<file path="config.mk">
export PLATFORM = sky130hd
export DESIGN_NAME = mme_cmd_queue
export DESIGN_NICKNAME = d
export VERILOG_FILES = /design/src/rtl/core/mme_pkg.sv /design/src/rtl/core/mme_cmd_queue.sv
export SDC_FILE = /design/constraint.sdc
export NUM_CORES = 1
export LEC_CHECK = 0
export BUFFER_PORTS_ARGS = -buffer_cell sky130_fd_sc_hd__buf_4
export CORE_MARGIN = 4
export CORE_UTILIZATION = 35
export CTS_CLUSTER_SIZE = 20
export DETAILED_ROUTE_END_ITERATION = 6
export SLEW_MARGIN = 20
export SYNTH_ARGS = -nofsm -noshare
export SYNTH_HDL_FRONTEND = slang
export SYNTH_SLANG_ARGS = --single-unit
</file>
<file path="constraint.sdc">
create_clock -name clk -period 2.75 [get_ports clk]
set_input_delay 0.275 -clock clk [delete_from_list [all_inputs] [get_ports clk]]
set_output_delay 0.275 -clock clk [all_outputs]
set_load 0.01 [all_outputs]
</file>
<file path="src/rtl/core/mme_pkg.sv">
// ----------------------------------------------------------------------------
// mme_pkg
// Shared sizes, codes and types of the matrix multiply element engine.
// ----------------------------------------------------------------------------
package mme_pkg;

  localparam int MAX_DIM     = 64;
  localparam int DIM_W       = $clog2(MAX_DIM + 1);
  localparam int ROW_W       = (MAX_DIM > 1) ? $clog2(MAX_DIM) : 1;
  localparam int STORE_DEPTH = MAX_DIM * MAX_DIM;
  localparam int ADDR_W      = $clog2(STORE_DEPTH);
  localparam int SPAN_W      = 2 * DIM_W;

  localparam int IDX_W   = 12;  // flat_index / result_index port width
  localparam int ELEM_W  = 16;
  localparam int PROD_W  = 2 * ELEM_W;
  localparam int SUM_W   = 39;
  localparam int MODE_W  = 2;
  localparam int CFG_W   = 7;
  localparam int CFG_IDX_W = 2;
  localparam int CLAMP_W = (CFG_W > DIM_W) ? CFG_W : DIM_W;

  localparam int QUEUE_DEPTH = 4;
  localparam int QPTR_W      = $clog2(QUEUE_DEPTH);
  localparam int QCNT_W      = $clog2(QUEUE_DEPTH + 1);
  localparam int DIV_CNT_W   = $clog2(IDX_W + 1);

  localparam logic [MODE_W-1:0] MODE_LOAD_A  = 2'd0;
  localparam logic [MODE_W-1:0] MODE_LOAD_B  = 2'd1;
  localparam logic [MODE_W-1:0] MODE_COMPUTE = 2'd2;

  localparam logic [CFG_IDX_W-1:0] REG_DIMENSION   = 2'd0;
  localparam logic [CFG_IDX_W-1:0] REG_INNER_FIRST = 2'd1;
  localparam logic [CFG_IDX_W-1:0] REG_INNER_LIMIT = 2'd2;

  localparam logic [CFG_W-1:0] DIMENSION_RESET   = 7'd64;
  localparam logic [CFG_W-1:0] INNER_FIRST_RESET = 7'd0;
  localparam logic [CFG_W-1:0] INNER_LIMIT_RESET = 7'd64;

  // Effective (clamped) configuration seen by the back end.
  typedef struct packed {
    logic [DIM_W-1:0]  dim;
    logic [DIM_W-1:0]  first;
    logic [DIM_W-1:0]  limit;
    logic [SPAN_W-1:0] span;
  } cfg_t;

  // Classified command travelling from front to back.
  typedef struct packed {
    logic [MODE_W-1:0]        mode;
    logic [IDX_W-1:0]         idx;
    logic signed [ELEM_W-1:0] element;
    logic                     err;
  } cmd_t;

endpackage

</file>
<file path="src/rtl/core/mme_cmd_queue.sv">
// ----------------------------------------------------------------------------
// mme_cmd_queue
// Short command queue between the front and the back end.
// ----------------------------------------------------------------------------
module mme_cmd_queue import mme_pkg::*; (
  input  logic clk,
  input  logic rst,
  input  logic wr_en,
  input  cmd_t wr_data,
  output logic full,
  input  logic rd_en,
  output cmd_t rd_data,
  output logic empty
);

  cmd_t              slots [QUEUE_DEPTH];
  logic [QPTR_W-1:0] wr_ptr;
  logic [QPTR_W-1:0] rd_ptr;
  logic [QCNT_W-1:0] count;
  logic              do_wr;
  logic              do_rd;

  assign full    = (count == QCNT_W'(QUEUE_DEPTH));
  assign empty   = (count == '0);
  assign do_wr   = wr_en && !full;
  assign do_rd   = rd_en && !empty;
  assign rd_data = slots[rd_ptr];

  always_ff @(posedge clk) begin
    if (rst) begin
      wr_ptr <= '0;
      rd_ptr <= '0;
      count  <= '0;
    end else begin
      if (do_wr) wr_ptr <= wr_ptr + QPTR_W'(1);
      if (do_rd) rd_ptr <= rd_ptr + QPTR_W'(1);
      if (do_wr && !do_rd) count <= count + QCNT_W'(1);
      else if (do_rd && !do_wr) count <= count - QCNT_W'(1);
    end
  end

  always_ff @(posedge clk) begin
    if (do_wr) slots[wr_ptr] <= wr_data;
  end

endmodule

</file>
==> impl_results.md <==
* Post-Syn Instances at 209
* First-pass GRT wire length at 13900 µm
* Sum of negative setup slack at 0 ps
* Slew @ Worst Pin at 460 ps
* Vias in the first global route at 2624
* DRC at 0
* Fmax at 461 MHz
* Vias at 2275
* Pre-Repair DR Iteration Count at 4
* Hold Path Class: input port to flop
* Cell Pwr Density at 976 nW/µm²
* Crit path max fanout at 6
* P_leak at 2.18 nW
* CTS H-tree depth at 4
* Crit path DAT at 2510 ps
* Die X at 127 µm
* Starting density of the core at 35.6%
* Reg2reg start: count[0]$_SDFFE_PP0P_
* Max-Cap Viols at 0
* Core ar. at 13900 µm²
* CTS resizes at 0
* Inserted Clock Buffers at 17
* Post-synth top flop: edfxtp_1
* Die Footprint at 16100 µm²
* Yosys cell types at 23
* Worst vdd ir at 390 µV
* Root Buffer: clkbuf_16
* Sw Share at 25.3%
* Req. time, crit path at 3090 ps
* Crit path time final at 2170 ps
* DR WL/cell at 18.0 µm
* Clk network pwr share at 36.8%
* Post-CTS Setup Bufs at 0
* CTS tree: yes
* Largest net degree at the start of global routing at 32
* Worst R2R End: count[2]$_SDFFE_PP0P_
* RSZ-0062 raised after global routing: false
* Number of clock sinks at 133
* Outcome: completed
* Final worst setup slack at 582 ps
* Nets at 338
* IO buf count at 67
* Pre-CTS setup slack at 585 ps
* Vias per cell at 4.64
* Crit Path Category: flop to flop
* EDFF count, synth at 124
* I/O pin total at 68
* Crit. Startpoint: count[0]$_SDFFE_PP0P_
* Reg power frac at 40.7%
* Logic pwr share at 22.5%
* Die height at 127 µm
* CTS Buffer Depth at 2
* Antenna violations before repair at 0
* Clk_skew at 6.35 ps
* Rows at 43
* Async set-or-reset flop fraction in the synthesized netlist at 0%
* GPL Wtd Cong at 0.658
* Routed Antenna Nets at 0
* Ratio of cells with drive above 1 in the final layout at 47.4%
* Cells on worst reg2reg path at 8
* Max Slew Vio Count at 0
* Post-Syn Area at 4940 µm²
* Mean Syn Cell Area at 23.7 µm²
* P&R area growth vs syn at 28.0%
* Post-DP HPWL at 5540 µm
* GRT overflow at 0
* Iteration-0 DRC Markers at 126
* Crit path to: count[2]$_SDFFE_PP0P_
* Max_slew headroom at 69.3%
* All-Layer GR Usage at 11.9%
* Mapped Nets at 250
* Internal at 4.61 mW
* Critical Path Sink Type: flop
* Final Hold Fails at 0
* Final period utilization at 78.8%
* Design Power at 6.18 mW
* FF+latch count, synth at 133
* Crit start category: flop
* Setup violations, final at 0
* Clock latency at the later pin of the worst-skew pair at 410 ps
* Final WL at 8800 µm
* Reg2reg setup slack at 580 ps
* P_sw at 1.56 mW
* Yosys warning count at 0
* Finished Core Util at 45.6%
* Hold buffers post-CTS at 0
* # diodes at 0
* Reg clk slew, reported paths at 60 ps
* Seq/Total Area, Yosys at 78.9%
stage by stage:
stage	cells	hold slack, ps	instance area, µm²
after global routing	490	42.0	6330
after global placement	458	477	5720
final	490	61.7	6330
after detailed placement	458	479	5720
after floorplan	209	374	4940
after CTS	490	47.5	6330
cell usage in the layout (no fill, tap or decap), drive strengths merged, types with 2 or more instances in the layout:
cell type and n:
clkbuf 17, a21oi 2, clkinvlp 2, clkinv 8
bufinv 3, mux4 31, nor2 6, nand2b 2
xor2 4, inv 6, buf 76, dfxtp 9
and2 4, or3 2, mux2i 2, ha 5
edfxtp 124, o21ai 2
area by class of cell:
cell class	instances	area (µm²)
inverter	4	15.0
sequential	133	3910
clock inverter	15	181
multi-input combinational	65	978
tap	180	225
fill	1229	7550
timing repair buffer	76	596
clock buffer	17	425
routing by layer:
layer | track usage, % | vias to the layer above | routed length (µm)
met5 | 0 | - | 0
met4 | 4.35 | 0 | 103
met3 | 5.22 | 12 | 538
met2 | 20.0 | 53 | 4600
met1 | 13.5 | 1163 | 3550
li1 | - | 1047 | -
registers in the layout, indices dropped and copies added, names as in the netlist, named ones only:
register and flops:
rd_ptr 2, wr_ptr 2, slots 124, count 3
synthesized netlist by cell type, types with 3 or more instances:
| master | number | area (µm²) |
|---|---|---|
| and2_1 | 4 | 25.0 |
| dfxtp_1 | 9 | 180 |
| inv_1 | 4 | 15.0 |
| nor2_1 | 5 | 18.8 |
| buf_6 | 3 | 33.8 |
| edfxtp_1 | 124 | 3720 |
| ha_1 | 5 | 62.6 |
| mux4_2 | 30 | 676 |
| xor2_1 | 4 | 35.0 |
| buf_2 | 3 | 15.0 |
cell families (layout without fill, tap and decap cells):
group / after synthesis / after routing / synth area share [%]
DFF: 133 / 133 / 78.9
muxes: 33 / 33 / 14.6
and+or+nand+nor: 16 / 16 / 1.87
buffers and inverters: 11 / 112 / 1.37
adders and majority gates: 6 / 6 / 1.67
AOI/OAI and AO/OA: 6 / 6 / 0.835
xor gates and xnor gates: 4 / 4 / 0.708
worst min-delay path by stage:
| stage | start | to | slack [ps] | cells after the start |
|---|---|---|---|---|
| 2_1_floorplan | wr_data[0] | slots[0][0]$_DFFE_PP_ | 370 | 0 |
| 5_1_grt | wr_data[23] | slots[1][23]$_DFFE_PP_ | 40 | 1 |
| 6_report | wr_data[10] | slots[2][10]$_DFFE_PP_ | 60 | 1 |
| 3_5_place_dp | wr_data[16] | slots[2][16]$_DFFE_PP_ | 480 | 1 |
| 3_3_place_gp | wr_data[16] | slots[2][16]$_DFFE_PP_ | 480 | 1 |
| 4_1_cts | wr_data[10] | slots[2][10]$_DFFE_PP_ | 50 | 1 |
power groups by stage:
stage | clock network, mW | logic [mW] | registers, mW
global route | 2.43 | 1.52 | 2.54
CTS | 2.32 | 1.44 | 2.52
global placement | 0 | 1.42 | 2.55
floorplan | 0 | 0.851 | 2.55
detailed placement | 0 | 1.43 | 2.56
finish | 2.27 | 1.39 | 2.52
critical path: stages (launching register included):
cell,delay [ps]
dfxtp_1,480
nor3b_2,110
nor2_2,220
ha_1,230
inv_1,60
fa_1,370
xor2_1,170
or3_1,330
a21oi_1,150
Power figures use the tool's default switching activity.
