<file path="src/rtl/core/mme_pkg.sv">
// ----------------------------------------------------------------------------
// mme_pkg
// Shared sizes, codes and types of the matrix multiply element engine.
// ----------------------------------------------------------------------------
package mme_pkg;

  localparam int MAX_DIM     = 64;
  localparam int DIM_W       = $clog2(MAX_DIM + 1);
  localparam int ROW_W       = (MAX_DIM > 1) ? $clog2(MAX_DIM) : 1;
  localparam int STORE_DEPTH = MAX_DIM * MAX_DIM;
  localparam int ADDR_W      = $clog2(STORE_DEPTH);
  localparam int SPAN_W      = 2 * DIM_W;

  localparam int IDX_W   = 12;  // flat_index / result_index port width
  localparam int ELEM_W  = 16;
  localparam int PROD_W  = 2 * ELEM_W;
  localparam int SUM_W   = 39;
  localparam int MODE_W  = 2;
  localparam int CFG_W   = 7;
  localparam int CFG_IDX_W = 2;
  localparam int CLAMP_W = (CFG_W > DIM_W) ? CFG_W : DIM_W;

  localparam int QUEUE_DEPTH = 4;
  localparam int QPTR_W      = $clog2(QUEUE_DEPTH);
  localparam int QCNT_W      = $clog2(QUEUE_DEPTH + 1);
  localparam int DIV_CNT_W   = $clog2(IDX_W + 1);

  localparam logic [MODE_W-1:0] MODE_LOAD_A  = 2'd0;
  localparam logic [MODE_W-1:0] MODE_LOAD_B  = 2'd1;
  localparam logic [MODE_W-1:0] MODE_COMPUTE = 2'd2;

  localparam logic [CFG_IDX_W-1:0] REG_DIMENSION   = 2'd0;
  localparam logic [CFG_IDX_W-1:0] REG_INNER_FIRST = 2'd1;
  localparam logic [CFG_IDX_W-1:0] REG_INNER_LIMIT = 2'd2;

  localparam logic [CFG_W-1:0] DIMENSION_RESET   = 7'd64;
  localparam logic [CFG_W-1:0] INNER_FIRST_RESET = 7'd0;
  localparam logic [CFG_W-1:0] INNER_LIMIT_RESET = 7'd64;

  // Effective (clamped) configuration seen by the back end.
  typedef struct packed {
    logic [DIM_W-1:0]  dim;
    logic [DIM_W-1:0]  first;
    logic [DIM_W-1:0]  limit;
    logic [SPAN_W-1:0] span;
  } cfg_t;

  // Classified command travelling from front to back.
  typedef struct packed {
    logic [MODE_W-1:0]        mode;
    logic [IDX_W-1:0]         idx;
    logic signed [ELEM_W-1:0] element;
    logic                     err;
  } cmd_t;

endpackage

</file>
<file path="src/rtl/core/mme_front.sv">
// ----------------------------------------------------------------------------
// mme_front
// Configuration registers and item classification: drops unused codes and
// out-of-range loads, flags out-of-range computes, feeds the command queue.
// ----------------------------------------------------------------------------
module mme_front import mme_pkg::*; (
  input  logic                        clk,
  input  logic                        rst,
  input  logic                        push,
  input  logic [MODE_W-1:0]           mode,
  input  logic [IDX_W-1:0]            flat_index,
  input  logic signed [ELEM_W-1:0]    element,
  input  logic                        cfg_valid,
  output logic                        cfg_ready,
  input  logic [CFG_IDX_W-1:0]        cfg_index,
  input  logic [CFG_W-1:0]            cfg_data,
  input  logic                        q_full,
  output logic                        q_push,
  output cmd_t                        q_data,
  output cfg_t                        cfg
);

  logic [CFG_W-1:0]   dimension;
  logic [CFG_W-1:0]   inner_first;
  logic [CFG_W-1:0]   inner_limit;
  logic [CLAMP_W-1:0] dim_wide;
  logic [CLAMP_W-1:0] dim_eff;
  logic [CLAMP_W-1:0] first_wide;
  logic [CLAMP_W-1:0] limit_wide;
  logic               in_range;
  logic               keep;

  assign cfg_ready = 1'b1;

  always_ff @(posedge clk) begin
    if (rst) begin
      dimension   <= DIMENSION_RESET;
      inner_first <= INNER_FIRST_RESET;
      inner_limit <= INNER_LIMIT_RESET;
    end else if (cfg_valid) begin
      unique case (cfg_index)
        REG_DIMENSION:   dimension   <= cfg_data;
        REG_INNER_FIRST: inner_first <= cfg_data;
        REG_INNER_LIMIT: inner_limit <= cfg_data;
        default: ;
      endcase
    end
  end

  // zero means one, above the store size saturates
  always_comb begin
    dim_wide   = CLAMP_W'(dimension);
    first_wide = CLAMP_W'(inner_first);
    limit_wide = CLAMP_W'(inner_limit);
    if (dim_wide == '0) begin
      dim_eff = CLAMP_W'(1);
    end else if (dim_wide > CLAMP_W'(MAX_DIM)) begin
      dim_eff = CLAMP_W'(MAX_DIM);
    end else begin
      dim_eff = dim_wide;
    end
    if (first_wide > dim_eff) first_wide = dim_eff;
    if (limit_wide > dim_eff) limit_wide = dim_eff;
  end

  assign cfg.dim   = dim_eff[DIM_W-1:0];
  assign cfg.first = first_wide[DIM_W-1:0];
  assign cfg.limit = limit_wide[DIM_W-1:0];
  assign cfg.span  = SPAN_W'(cfg.dim) * SPAN_W'(cfg.dim);

  assign in_range = (SPAN_W'(flat_index) < cfg.span);

  always_comb begin
    unique case (mode)
      MODE_LOAD_A, MODE_LOAD_B: keep = in_range;
      MODE_COMPUTE:             keep = 1'b1;
      default:                  keep = 1'b0;
    endcase
  end

  assign q_push         = push && !q_full && keep;
  assign q_data.mode    = mode;
  assign q_data.idx     = flat_index;
  assign q_data.element = element;
  assign q_data.err     = !in_range;

endmodule

</file>
<file path="config.mk">
export PLATFORM = sky130hd
export DESIGN_NAME = mme_front
export DESIGN_NICKNAME = d
export VERILOG_FILES = /design/src/rtl/core/mme_pkg.sv /design/src/rtl/core/mme_front.sv
export SDC_FILE = /design/constraint.sdc
export NUM_CORES = 1
export LEC_CHECK = 0
export ABC_AREA = 1
export BUFFER_PORTS_ARGS = -buffer_cell sky130_fd_sc_hd__buf_2
export CAP_MARGIN = 0
export CORE_MARGIN = 5
export CORE_UTILIZATION = 51
export CTS_CLUSTER_DIAMETER = 120
export DETAILED_ROUTE_END_ITERATION = 10
export PLACE_DENSITY_LB_ADDON = 0.08
export REMOVE_ABC_BUFFERS = 1
export SYNTH_ARGS = -nofsm -noshare
export SYNTH_HDL_FRONTEND = slang
export SYNTH_SLANG_ARGS = --single-unit
</file>
<file path="constraint.sdc">
create_clock -name clk -period 6.9 [get_ports clk]
set_input_delay 1.035 -clock clk [delete_from_list [all_inputs] [get_ports clk]]
set_output_delay 1.035 -clock clk [all_outputs]
set_load 0.02 [all_outputs]
</file>
==> metrics.txt <==
# TYPE chip_impl_metric gauge
chip_impl_info{name="run_status",value="finished clean"} 1
chip_impl_info{name="post_synth_main_area_contributors",value="ha_1, dfxtp_1, fa_1, buf_4, inv_1"} 1
chip_impl_metric{name="area_growth_syn_to_layout",unit="%"} 12.14
chip_impl_metric{name="global_route.usage.total",unit="%"} 19.54
chip_impl_metric{name="synthSimpleGateAreaFrac",unit="%"} 17.58
chip_impl_metric{name="cp_max_fo",unit=""} 4
chip_impl_info{name="clockRootBuffer",value="clkbuf_8"} 1
chip_impl_metric{name="slew_headroom",unit="%"} 46.53
chip_impl_metric{name="wire_per_inst",unit="um"} 13.20
chip_impl_metric{name="area_share_of_the_largest_cell_type_after_synthesis",unit="%"} 19.25
chip_impl_metric{name="finalWeightedCongestion",unit=""} 0.8423
chip_impl_info{name="reg_to_reg_critical_path_endpoint",value="dim_wide[6]$_SDFFE_PP1P_"} 1
chip_impl_metric{name="fin_cells",unit=""} 541
chip_impl_metric{name="skew",unit="ps"} 0
chip_impl_metric{name="grt_pass1_wl",unit="mm"} 11.97
chip_impl_metric{name="yosys.area_share.xor_xnor",unit="%"} 3.474
chip_impl_metric{name="post_synth_mux_area_share",unit="%"} 0
chip_impl_metric{name="placement.io_buffers",unit=""} 77
chip_impl_metric{name="grt_pass1_vias",unit=""} 2653
chip_impl_info{name="timing.rr.start",value="dim_wide[6]$_SDFFE_PP1P_"} 1
chip_impl_metric{name="remaining_drc_errors",unit=""} 0
chip_impl_metric{name="drive_gt1_share",unit="%"} 23.24
chip_impl_metric{name="total_leakage_power",unit="nW"} 1.837
chip_impl_info{name="startpoint_type",value="flop"} 1
chip_impl_info{name="synth-main-ff-cell",value="dfxtp_1"} 1
chip_impl_metric{name="report.final.setup_viol",unit=""} 0
chip_impl_metric{name="place_inst",unit=""} 536
chip_impl_metric{name="synth_compound_gate_area_share",unit="%"} 16.45
chip_impl_metric{name="htree_num_levels",unit=""} 1
chip_impl_metric{name="timing_worst_slew_pin_value",unit="ps"} 795.2
chip_impl_metric{name="reg2reg_depth",unit=""} 2
chip_impl_metric{name="num-fill-cells",unit=""} 561
chip_impl_metric{name="number_of_routed_nets_with_antenna_violations",unit=""} 0
chip_impl_metric{name="cap_violations",unit=""} 0
chip_impl_info{name="setup.worst_path.end",value="q_push"} 1
chip_impl_metric{name="grt_antenna_before_repair",unit=""} 0
chip_impl_metric{name="reg2reg_setup_slack",unit="ps"} 5950
chip_impl_info{name="crit_slowest_cell",value="fa_1"} 1
chip_impl_metric{name="drt_iter0_drc",unit=""} 74
chip_impl_metric{name="synth_edf_count",unit=""} 0
chip_impl_metric{name="timing.setup.tns",unit="ps"} 0
chip_impl_info{name="critPathMostFrequentCell",value="inv_1"} 1
chip_impl_metric{name="seq_area_frac_synth",unit="%"} 14.06
chip_impl_info{name="holdCritPathClass",value="reg2reg"} 1
chip_impl_info{name="criticalPathCategory",value="reg2out"} 1
chip_impl_metric{name="design.final.nets",unit=""} 575
chip_impl_metric{name="cp.required",unit="ps"} 5860
chip_impl_metric{name="yosys.area_share.adder",unit="%"} 29.30
chip_impl_metric{name="clkLatencyLatePin",unit="ps"} 260
chip_impl_metric{name="finalWorstPathRequiredPeriod",unit="ps"} 6532
chip_impl_info{name="yosys.area.top_type",value="ha_1"} 1
chip_impl_metric{name="max-vdd-ir-drop",unit="mV"} 0.09435
chip_impl_metric{name="timing.critical_path.slowest_cell_delay",unit="ps"} 550
chip_impl_metric{name="ys_types",unit=""} 34
chip_impl_info{name="dominant_cell_by_count_in_the_synthesized_netlist",value="inv_1"} 1
chip_impl_info{name="cts_tree",value="done"} 1
chip_impl_metric{name="drt-pass1-iter-count",unit=""} 4
chip_impl_metric{name="path_clk_slew",unit="ps"} 80
chip_impl_metric{name="min_period_over_period",unit="%"} 94.67
chip_impl_metric{name="synth_seq_cells",unit=""} 21
chip_impl_metric{name="cts_made_buffers",unit=""} 3
chip_impl_metric{name="final_hold_viol_count",unit=""} 0
chip_impl_metric{name="die-width",unit="um"} 86.56
chip_impl_metric{name="effective_utilization_at_floorplan",unit="%"} 53.30
chip_impl_metric{name="cts_buffer_depth",unit=""} 2
chip_impl_metric{name="async_flop_share",unit="%"} 0
chip_impl_metric{name="syn_warnings",unit=""} 0
chip_impl_metric{name="grt_start_max_net_pins",unit=""} 22
chip_impl_metric{name="critical_path_arrival",unit="ps"} 5500
chip_impl_metric{name="final_core_util",unit="%"} 59.77
chip_impl_metric{name="route.vias.total",unit=""} 2715
chip_impl_metric{name="dp_hpwl",unit="mm"} 6.068
chip_impl_info{name="post_synth_most_frequent_cells",value="inv_1, nand2_1, nor2_1"} 1
chip_impl_metric{name="post_drt_via_cell_ratio",unit=""} 5.018
chip_impl_info{name="critPathLaunch",value="dim_wide[1]$_SDFFE_PP0P_"} 1
chip_impl_metric{name="fp.dieH",unit="um"} 86.56
chip_impl_metric{name="floorplan.io_pins",unit=""} 112
chip_impl_metric{name="synth_area",unit="sq um"} 2989
chip_impl_metric{name="slew_violations",unit=""} 0
chip_impl_metric{name="routed_wirelength",unit="mm"} 7.143
chip_impl_info{name="end_kind",value="primary output"} 1
chip_impl_info{name="synth_top_family_by_area",value="adder cells"} 1
chip_impl_metric{name="floorplan.core_area",unit="sq um"} 5608
chip_impl_metric{name="fp-row-count",unit=""} 27
chip_impl_metric{name="cts_sinks",unit=""} 21
chip_impl_metric{name="antennaDiodeCount",unit=""} 0
chip_impl_metric{name="globalRoute.totalOverflow",unit=""} 0
chip_impl_metric{name="floorplan.die_area",unit="sq um"} 7492
chip_impl_metric{name="p_per_area",unit="nW/um^2"} 123.2
chip_impl_metric{name="maxClockFrequency",unit="MHz"} 153.1
chip_impl_metric{name="postSynthCellCount",unit=""} 416
chip_impl_metric{name="syn_area_per_cell",unit="sq um"} 7.185
## metal layers
metal | global-route usage (%) | up-vias | part of all wire, % | wire length (um)
met5 | 0 | - | 0 | 0
met4 | 3.541 | 0 | 1.1 | 78
met3 | 3.897 | 6 | 7.0 | 499
met2 | 36.30 | 87 | 51 | 3635
met1 | 23.29 | 1213 | 41 | 2930
li1 | - | 1409 | - | -
## per-stage QoR
stage                     setup slack [ps]  hold WS, ps  power [W]  instance area [sq um]
final                                367.7        477.4  0.0004130                   3352
after global routing                -24.65        499.3  0.0004491                   3352
after CTS                            14.77        481.5  0.0004083                   3286
after detailed placement             327.3        465.3  0.0003282                   3239
after global placement               497.8        462.2  0.0003249                   3239
after floorplan                     -10.37        441.8  0.0002642                   2726
## where the power goes
group,internal (W),switching (W)
sequential,0.000128,0.00000658
clock,0.0000402,0.0000400
combinational,0.0000725,0.000126
total,0.000240,0.000173
## area by class of cell
type / count / area [sq um] / share of cell area (%)
tap: 72 / 90.09 / 2.688
multi-input combinational: 291 / 2088 / 62.30
inverter: 70 / 275.3 / 8.212
clock inverter: 1 / 5.005 / 0.1493
sequential: 21 / 421.7 / 12.58
timing repair buffer: 83 / 430.4 / 12.84
clock buffer: 3 / 41.29 / 1.232
## worst max-delay path, delay by kind of cell (launching register included)
family	cells	cell delay [ps]
xor+xnor	1	130
fa+ha+maj	6	2610
compound gates	4	670
buf+inv	9	600
flops	1	360
simple gates	11	840
## registers in the layout (all words and copies together), names as in the netlist
| name | cells |
|---|---|
| dim_wide | 7 |
| inner_first | 7 |
| inner_limit | 7 |
## cell families after synthesis
| group | Yosys count |
|---|---|
| buf+inv | 111 |
| simple gates | 127 |
| xor+xnor | 11 |
| compound gates | 83 |
| other cells | 2 |
| flops | 21 |
| fa+ha+maj | 61 |
## timing repair
item / 4_1_cts / 5_1_grt
resized for setup: 0 / 13
endpoints found under the setup margin: 0 / 2
hold buffers: 0 / 0
setup buffers: 0 / 1
hold endpoints to repair: 0 / 0
## how the worst min path moves through the flow
| stage | slack (ps) | endpoint | from | cells past startpoint |
|---|---|---|---|---|
| after floorplan | 440 | inner_limit[1]$_SDFFE_PP0P_ | inner_limit[1]$_SDFFE_PP0P_ | 2 |
| final | 480 | inner_limit[4]$_SDFFE_PP0P_ | inner_limit[4]$_SDFFE_PP0P_ | 2 |
| after CTS | 480 | inner_limit[5]$_SDFFE_PP0P_ | inner_limit[5]$_SDFFE_PP0P_ | 2 |
| after global placement | 460 | inner_limit[2]$_SDFFE_PP0P_ | inner_limit[2]$_SDFFE_PP0P_ | 2 |
| after detailed placement | 470 | inner_limit[5]$_SDFFE_PP0P_ | inner_limit[5]$_SDFFE_PP0P_ | 2 |
| after global routing | 500 | inner_limit[1]$_SDFFE_PP0P_ | inner_limit[1]$_SDFFE_PP0P_ | 2 |
## cell usage in the layout (no fill, tap or decap), drive strengths merged, types with 6 or more instances in the layout
master	Yosys	final
inv	69	69
fa	15	15
conb	2	9
nor3	6	6
xor2	7	7
o21ai	38	38
nand2	56	56
a21oi	30	30
ha	46	46
dfxtp	21	21
nand3	13	13
buf	35	83
nor2	47	47
Note: power is estimated with default switching activity, not from simulation.
